**config.mk**
```make
export PLATFORM = sky130hd
export DESIGN_NAME = deauth_flood_window_detector
export DESIGN_NICKNAME = d
export VERILOG_FILES = /design/src/hdl/dfwd_pkg.sv /design/src/hdl/dfwd_regs.sv /design/src/hdl/dfwd_core.sv /design/src/hdl/deauth_flood_window_detector.sv
export SDC_FILE = /design/constraint.sdc
export NUM_CORES = 1
export LEC_CHECK = 0
export CORE_MARGIN = 5
export CORE_UTILIZATION = 25
export DETAILED_ROUTE_END_ITERATION = 16
export DONT_BUFFER_PORTS = 1
export GPL_ROUTABILITY_DRIVEN = 0
export HOLD_SLACK_MARGIN = 0.12
export PLACE_DENSITY_LB_ADDON = 0.25
export SYNTH_ARGS = -nofsm -noshare
export SYNTH_HDL_FRONTEND = slang
export SYNTH_SLANG_ARGS = --single-unit
```
**constraint.sdc**
```tcl
create_clock -name clk -period 7.95 [get_ports clk]
set_input_delay 0.3975 -clock clk [delete_from_list [all_inputs] [get_ports clk]]
set_output_delay 0.3975 -clock clk [all_outputs]
set_load 0.01 [all_outputs]
```
**src/hdl/dfwd_pkg.sv**
```systemverilog
// ----------------------------------------------------------------------------
// dfwd_pkg
// shared types, constants and helpers for the deauth flood window detector
// ----------------------------------------------------------------------------
package dfwd_pkg;

    localparam int NUM_CHANNELS = 11;
    localparam int COUNT_WIDTH  = 16;
    localparam int CHAN_WIDTH   = 4;
    localparam int ADDR_WIDTH   = 4;
    localparam int DATA_WIDTH   = 32;

    localparam logic [11:0] MIN_FRAME_LEN = 12'd24;
    localparam logic [7:0]  MGMT_MIN      = 8'h80;
    localparam logic [7:0]  SUBTYPE_MASK  = 8'hFC;
    localparam logic [7:0]  SUBTYPE_DEAUTH   = 8'hC0;
    localparam logic [7:0]  SUBTYPE_DISASSOC = 8'hA0;

    localparam logic [15:0] WINDOW_TICKS_RST     = 16'd700;
    localparam logic [15:0] HOP_TICKS_RST        = 16'd800;
    localparam logic [15:0] DEAUTH_THRESHOLD_RST = 16'd8;
    localparam logic [7:0]  RATIO_FACTOR_RST     = 8'd10;

    localparam logic [COUNT_WIDTH-1:0] COUNT_MAX = '1;
    localparam logic [CHAN_WIDTH-1:0]  LAST_CHANNEL = CHAN_WIDTH'(NUM_CHANNELS - 1);

    typedef enum logic [1:0] {
        REG_WINDOW_TICKS     = 2'd0,
        REG_HOP_TICKS        = 2'd1,
        REG_DEAUTH_THRESHOLD = 2'd2,
        REG_RATIO_FACTOR     = 2'd3
    } reg_index_t;

    typedef enum logic {
        ACT_FRAME = 1'b0,
        ACT_TICK  = 1'b1
    } action_t;

    typedef struct packed {
        logic [15:0] window_ticks;
        logic [15:0] hop_ticks;
        logic [15:0] deauth_threshold;
        logic [7:0]  ratio_factor;
    } cfg_t;

    typedef struct packed {
        logic        action;
        logic [11:0] frame_length;
        logic [7:0]  frame_control;
    } item_t;

    typedef struct packed {
        logic                  attack_active;
        logic [15:0]           packet_count;
        logic [15:0]           deauth_count;
        logic [CHAN_WIDTH-1:0] channel_number;
        logic                  window_closed;
    } result_t;

    // management deauthentication or disassociation subtype
    function automatic logic is_deauth_like(input logic [7:0] fc);
        logic [7:0] sub;
        sub = fc & SUBTYPE_MASK;
        return (fc >= MGMT_MIN) && ((sub == SUBTYPE_DEAUTH) || (sub == SUBTYPE_DISASSOC));
    endfunction

    function automatic logic [COUNT_WIDTH-1:0] sat_inc(input logic [COUNT_WIDTH-1:0] v);
        return (v == COUNT_MAX) ? v : v + COUNT_WIDTH'(1);
    endfunction

    // clamp a counter to the 16-bit output field
    function automatic logic [15:0] to_out16(input logic [COUNT_WIDTH-1:0] v);
        logic [31:0] w;
        w = 32'(v);
        return (w > 32'h0000_FFFF) ? 16'hFFFF : w[15:0];
    endfunction

endpackage

```
**src/hdl/dfwd_regs.sv**
```systemverilog
// ----------------------------------------------------------------------------
// dfwd_regs
// apb-style configuration register file for window, hop, threshold and ratio
// ----------------------------------------------------------------------------
module dfwd_regs (
    input  logic                             clk,
    input  logic                             rst_n,
    input  logic                             psel,
    input  logic                             penable,
    input  logic                             pwrite,
    input  logic [dfwd_pkg::ADDR_WIDTH-1:0]  paddr,
    input  logic [dfwd_pkg::DATA_WIDTH-1:0]  pwdata,
    output logic [dfwd_pkg::DATA_WIDTH-1:0]  prdata,
    output logic                             pready,
    output dfwd_pkg::cfg_t                   cfg
);

    dfwd_pkg::cfg_t       cfg_reg;
    dfwd_pkg::cfg_t       cfg_next;
    dfwd_pkg::reg_index_t sel_index;
    logic                 wr_en;

    assign pready    = 1'b1;
    assign wr_en     = psel && penable && pwrite && pready;
    assign sel_index = dfwd_pkg::reg_index_t'(paddr[dfwd_pkg::ADDR_WIDTH-1:2]);

    always_comb
    begin
        cfg_next = cfg_reg;
        if (wr_en)
        begin
            unique case (sel_index)
                dfwd_pkg::REG_WINDOW_TICKS:     cfg_next.window_ticks     = pwdata[15:0];
                dfwd_pkg::REG_HOP_TICKS:        cfg_next.hop_ticks        = pwdata[15:0];
                dfwd_pkg::REG_DEAUTH_THRESHOLD: cfg_next.deauth_threshold = pwdata[15:0];
                dfwd_pkg::REG_RATIO_FACTOR:     cfg_next.ratio_factor     = pwdata[7:0];
            endcase
        end
    end

    always_comb
    begin
        unique case (sel_index)
            dfwd_pkg::REG_WINDOW_TICKS:     prdata = 32'(cfg_reg.window_ticks);
            dfwd_pkg::REG_HOP_TICKS:        prdata = 32'(cfg_reg.hop_ticks);
            dfwd_pkg::REG_DEAUTH_THRESHOLD: prdata = 32'(cfg_reg.deauth_threshold);
            dfwd_pkg::REG_RATIO_FACTOR:     prdata = 32'(cfg_reg.ratio_factor);
        endcase
    end

    always_ff @(posedge clk or negedge rst_n)
    begin
        if (!rst_n)
        begin
            cfg_reg.window_ticks     <= dfwd_pkg::WINDOW_TICKS_RST;
            cfg_reg.hop_ticks        <= dfwd_pkg::HOP_TICKS_RST;
            cfg_reg.deauth_threshold <= dfwd_pkg::DEAUTH_THRESHOLD_RST;
            cfg_reg.ratio_factor     <= dfwd_pkg::RATIO_FACTOR_RST;
        end
        else
        begin
            cfg_reg <= cfg_next;
        end
    end

    assign cfg = cfg_reg;

endmodule

```
**src/hdl/dfwd_core.sv**
```systemverilog
// ----------------------------------------------------------------------------
// dfwd_core
// window and hop state with the single-pass per-item update and decision
// ----------------------------------------------------------------------------
module dfwd_core (
    input  logic              clk,
    input  logic              rst_n,
    input  dfwd_pkg::cfg_t    cfg,
    input  logic              step,
    input  dfwd_pkg::item_t   item,
    output dfwd_pkg::result_t result
);

    localparam int PROD_WIDTH = dfwd_pkg::COUNT_WIDTH + 8;

    logic [dfwd_pkg::COUNT_WIDTH-1:0] packet_reg, packet_next;
    logic [dfwd_pkg::COUNT_WIDTH-1:0] deauth_reg, deauth_next;
    logic [15:0]                      window_reg, window_next;
    logic [15:0]                      hop_reg, hop_next;
    logic [dfwd_pkg::CHAN_WIDTH-1:0]  chan_reg, chan_next;
    logic                             flag_reg, flag_next;

    logic [15:0]                      wlen, hlen;
    logic [16:0]                      window_inc, hop_inc;
    logic [PROD_WIDTH-1:0]            ratio_prod;
    logic                             thresh_hit, ratio_hit;
    logic [dfwd_pkg::COUNT_WIDTH-1:0] shown_pk, shown_da;
    logic                             closed;

    assign wlen = (cfg.window_ticks == 16'd0) ? 16'd1 : cfg.window_ticks;
    assign hlen = (cfg.hop_ticks == 16'd0) ? 16'd1 : cfg.hop_ticks;
    assign window_inc = 17'(window_reg) + 17'd1;
    assign hop_inc    = 17'(hop_reg) + 17'd1;

    assign ratio_prod = PROD_WIDTH'(deauth_reg) * PROD_WIDTH'(cfg.ratio_factor);
    assign thresh_hit = 32'(deauth_reg) >= 32'(cfg.deauth_threshold);
    assign ratio_hit  = (packet_reg != '0) && (ratio_prod >= PROD_WIDTH'(packet_reg));

    always_comb
    begin
        packet_next = packet_reg;
        deauth_next = deauth_reg;
        window_next = window_reg;
        hop_next    = hop_reg;
        chan_next   = chan_reg;
        flag_next   = flag_reg;
        closed      = 1'b0;

        unique case (dfwd_pkg::action_t'(item.action))
            dfwd_pkg::ACT_FRAME:
            begin
                if (item.frame_length >= dfwd_pkg::MIN_FRAME_LEN)
                begin
                    packet_next = dfwd_pkg::sat_inc(packet_reg);
                    if (dfwd_pkg::is_deauth_like(item.frame_control))
                    begin
                        deauth_next = dfwd_pkg::sat_inc(deauth_reg);
                    end
                end
                shown_pk = packet_next;
                shown_da = deauth_next;
            end
            dfwd_pkg::ACT_TICK:
            begin
                // channel hop first
                if (hop_inc >= 17'(hlen))
                begin
                    hop_next  = '0;
                    chan_next = (chan_reg >= dfwd_pkg::LAST_CHANNEL)
                                ? '0 : chan_reg + dfwd_pkg::CHAN_WIDTH'(1);
                end
                else
                begin
                    hop_next = hop_inc[15:0];
                end

                shown_pk = packet_reg;
                shown_da = deauth_reg;
                if (window_inc >= 17'(wlen))
                begin
                    flag_next   = thresh_hit || ratio_hit;
                    packet_next = '0;
                    deauth_next = '0;
                    window_next = '0;
                    closed      = 1'b1;
                end
                else
                begin
                    window_next = window_inc[15:0];
                end
            end
        endcase
    end

    always_ff @(posedge clk or negedge rst_n)
    begin
        if (!rst_n)
        begin
            packet_reg <= '0;
            deauth_reg <= '0;
            window_reg <= '0;
            hop_reg    <= '0;
            chan_reg   <= '0;
            flag_reg   <= 1'b0;
        end
        else if (step)
        begin
            packet_reg <= packet_next;
            deauth_reg <= deauth_next;
            window_reg <= window_next;
            hop_reg    <= hop_next;
            chan_reg   <= chan_next;
            flag_reg   <= flag_next;
        end
    end

    always_comb
    begin
        result.attack_active  = flag_next;
        result.packet_count   = dfwd_pkg::to_out16(shown_pk);
        result.deauth_count   = dfwd_pkg::to_out16(shown_da);
        result.channel_number = chan_next + dfwd_pkg::CHAN_WIDTH'(1);
        result.window_closed  = closed;
    end

endmodule

```
**src/hdl/deauth_flood_window_detector.sv**
```systemverilog
// ----------------------------------------------------------------------------
// deauth_flood_window_detector
// counts frames and deauth/disassoc frames per tick window, flags floods
// ----------------------------------------------------------------------------
//
//  channel   signals                                         direction
//  item      item_valid/item_ready, action, frame_length,    in
//            frame_control
//  result    result_valid/result_ready, attack_active,       out
//            packet_count, deauth_count, channel_number,
//            window_closed
//  config    psel, penable, pwrite, paddr, pwdata, prdata,   in/out
//            pready
//
//  one transfer per cycle sustained while result_ready is high; a taken item
//  passes through the input register, then one evaluation pass into the
//  result register, which drives the result channel
//  the evaluation pass is bounded by the 16x8 ratio multiply and compare
//  rst_n clears counters, timers, channel index, flag and both valid bits;
//  configuration returns to its reset values
//  while result_ready is low the result register holds and one further item
//  waits in the input register
//
module deauth_flood_window_detector (
    input  logic                                clk,
    input  logic                                rst_n,

    // item channel
    input  logic                                item_valid,
    output logic                                item_ready,
    input  logic                                action,
    input  logic [11:0]                         frame_length,
    input  logic [7:0]                          frame_control,

    // result channel
    output logic                                result_valid,
    input  logic                                result_ready,
    output logic                                attack_active,
    output logic [15:0]                         packet_count,
    output logic [15:0]                         deauth_count,
    output logic [dfwd_pkg::CHAN_WIDTH-1:0]     channel_number,
    output logic                                window_closed,

    // configuration port
    input  logic                                psel,
    input  logic                                penable,
    input  logic                                pwrite,
    input  logic [dfwd_pkg::ADDR_WIDTH-1:0]     paddr,
    input  logic [dfwd_pkg::DATA_WIDTH-1:0]     pwdata,
    output logic [dfwd_pkg::DATA_WIDTH-1:0]     prdata,
    output logic                                pready
);

    dfwd_pkg::cfg_t    cfg;
    dfwd_pkg::item_t   item_reg;
    dfwd_pkg::result_t eval_result;
    dfwd_pkg::result_t result_reg;
    logic              in_valid_reg, in_valid_next;
    logic              out_valid_reg, out_valid_next;
    logic              item_take;
    logic              advance;

    // item moves from input register into result register when the
    // result register is empty or being drained this cycle
    assign advance    = in_valid_reg && (!out_valid_reg || result_ready);
    assign item_ready = !in_valid_reg || advance;
    assign item_take  = item_valid && item_ready;

    assign in_valid_next  = item_take || (in_valid_reg && !advance);
    assign out_valid_next = advance || (out_valid_reg && !result_ready);

    dfwd_regs u_regs (
        .clk     (clk),
        .rst_n   (rst_n),
        .psel    (psel),
        .penable (penable),
        .pwrite  (pwrite),
        .paddr   (paddr),
        .pwdata  (pwdata),
        .prdata  (prdata),
        .pready  (pready),
        .cfg     (cfg)
    );

    // state updates only when the held item is evaluated
    dfwd_core u_core (
        .clk    (clk),
        .rst_n  (rst_n),
        .cfg    (cfg),
        .step   (advance),
        .item   (item_reg),
        .result (eval_result)
    );

    // valid bits
    always_ff @(posedge clk or negedge rst_n)
    begin
        if (!rst_n)
        begin
            in_valid_reg  <= 1'b0;
            out_valid_reg <= 1'b0;
        end
        else
        begin
            in_valid_reg  <= in_valid_next;
            out_valid_reg <= out_valid_next;
        end
    end

    // payload registers, no reset
    always_ff @(posedge clk)
    begin
        if (item_take)
        begin
            item_reg.action        <= action;
            item_reg.frame_length  <= frame_length;
            item_reg.frame_control <= frame_control;
        end
        if (advance)
        begin
            result_reg <= eval_result;
        end
    end

    assign result_valid   = out_valid_reg;
    assign attack_active  = result_reg.attack_active;
    assign packet_count   = result_reg.packet_count;
    assign deauth_count   = result_reg.deauth_count;
    assign channel_number = result_reg.channel_number;
    assign window_closed  = result_reg.window_closed;

endmodule

```
==> metrics <==
most common cell after layout, fill and taps aside=inv_1; min cycle time layout=6940 ps; commonest non-fill, non-tap cells in the layout=175 x inv_1, 174 x nand2_1, 116 x ha_1, 115 x dfrtp_1, 114 x and2_1; # fillers=6287; via count=11300; IO buf count=0; Post-CTS Setup Inserts=0; sequential area share after synthesis=32.1%; Top FF cell, synth=dfrtp_1; initial core utilization=25.3%; dpl hpwl=32600 um; maximum root-to-sink buffer count=2; max-slew violation count=0; worst min path class=input port to register; Worst slew margin=38.0%; Distinct cells, synth=80; Synth async-reset ratio=70.2%; Final Hold Fails=0; Pleak=7.49 nW; worst path arrival time=7170 ps; number of global-route vias before repair=11700; residual DRC count=0; number of synthesized flops with an enable pin=54; via/cell ratio=4.73; root buffer cell=clkbuf_16; H-tree depth=4; Cells after Synth=1604; met3 Use GR=2.77%; # IOs=137; area grow syn2layout=11.4%; worst-skew pair later-pin latency=490 ps; minimum hold slack=202 ps; clk_skew=16.3 ps; Mapped Area=15000 um^2; chip height=255 um; global route overflow=0; clock transition at the registers of the reported paths=70 ps; share of cells above drive strength 1=8.34%; clock sink total=181; Crit Path Max Fanout=14; Die ar.=64900 um^2; RSZ-0062 raised after global routing=no; largest net degree at the start of global routing=128; core area=59200 um^2; grt met1 use=18.3%; run status=completed; CP Capture Type=register; first-pass GRT wire length=68200 um; GRT busiest layer=met2; syn_area_per_cell=9.34 um^2; die width=255 um; CTS Buf Count=17; Worst Path Required=8170 ps; Total GRT Usage=13.6%; Setup CP Type=register to register; Max IR drop VDD=0.191 mV; CTS tree=yes; wire per inst=17.8 um; setup TNS=0 ps; Syn. warnings=0; Core Rows=89; post-route ant nets=0; drt total wl=42500 um; Synth Register Bits=181; Finish-stage setup viols=0; crit path launch type=register; initial antenna violation count=3; max FFs per register=56; GR met2 Demand/Resource=22.7%; post_cts resized=0; diode count=0; max-cap viol count=0; post-layout net count=1869; f_max=0.144 GHz; Final Cycle Share=87.4%; Starting DRT DRC Count=618; PD cells=275 nW/um^2; DR pass1 iterations=5; worst slew pin tran=930 ps
## area by class of cell
cell class	instances	area, um^2	share of cell area [%]
clock buffers	19	433	2.59
inverters	177	664	3.98
repair buffers	58	543	3.25
well taps	773	967	5.79
multi-input cells	1170	9140	54.7
clock inverters	13	139	0.832
flip-flops and latches	181	4810	28.8
## cell families (layout without fill, tap and decap cells)
| group | count (synthesis) | count (layout) | synth area share [%] |
|---|---|---|---|
| simple gates | 545 | 545 | 18.9 |
| compound gates | 287 | 287 | 12.2 |
| buf+inv | 268 | 267 | 7.35 |
| fa+ha+maj | 200 | 200 | 20.9 |
| flops | 181 | 181 | 32.1 |
| xor+xnor | 64 | 64 | 3.74 |
| mux | 57 | 57 | 4.73 |
| other cells | 2 | 17 | 0.0501 |
## timing repair
action,CTS,global route
hold endpoints to repair,201,0
setup endpoints to repair,0,0
hold buffers,36,0
## path summary, 6_finish.rpt
kind / from / end / slack [ps] / cells after the start
min in group asynchronous: rst_n / u_core.packet_reg[4] / 480 / 2
max in group asynchronous: rst_n / u_regs.cfg[0] / 6740 / 2
hold / removal: result_ready / in_valid_reg / 200 / 2
setup reg to reg: u_core.deauth_reg[0] / attack_active / 1010 / 24
setup / recovery: u_core.deauth_reg[0] / attack_active / 1010 / 24
hold reg to reg: in_valid_reg / result_valid / 510 / 1
## cell usage after synthesis, drive strengths merged (29+ instances only)
library cell / count / share of area [%]
inv: 177 / 4.4
nand2: 175 / 4.4
ha: 116 / 9.7
o21ai: 116 / 3.9
dfrtp: 115 / 19
and2: 114 / 4.8
fa: 84 / 11
nor2: 71 / 1.8
a21oi: 57 / 2.0
clkbuf: 57 / 1.4
edfxtp: 54 / 11
nand3: 45 / 1.5
xnor2: 41 / 2.4
buf: 34 / 1.5
mux2: 31 / 2.3
a21o: 30 / 1.5
nor3: 29 / 1.1
## critical path, cell delays in order, from the launching register on
cell and delay, ps:
dfrtp_1 640, nand2_1 150, fa_1 530, fa_1 550, inv_1 60, fa_1 530
inv_1 60, fa_1 530, inv_1 40, ha_1 350, a21o_1 200, a31oi_1 290
a21oi_1 150, or2_2 340, a211oi_1 220, nor2_1 70, ha_1 310, a21oi_1 160
nand2_1 80, o2bb2ai_1 110, or4_1 390, a21oi_1 160, o2111ai_1 150, nor4_2 460
a211oi_1 140
## stage by stage
stage	setup slack (ps)	area (um^2)	std cells	power, mW	util, %
floorplan	1750	15000	1619	3.14	-
global placement	1040	15700	2323	3.70	26.6
detailed placement	966	15700	2323	3.74	26.6
CTS	957	16700	2391	4.67	28.2
global route	579	16700	2391	5.09	28.2
finish	1010	16700	2391	4.60	28.2
## power by group
| group | total [mW] | leakage [nW] | switching [mW] | internal [mW] |
|---|---|---|---|---|
| clock | 0.864 | 0.280 | 0.423 | 0.442 |
| sequential | 1.35 | 2.09 | 0.220 | 1.13 |
| combinational | 2.38 | 5.12 | 1.37 | 1.01 |
| total | 4.60 | 7.49 | 2.01 | 2.58 |
## layer usage
metal,up-vias,share of wire [%]
met2,173,49
met5,-,0
li1,5434,-
met3,29,3.8
met1,5682,46
met4,0,1.5
(Power assumes the default switching activity.)
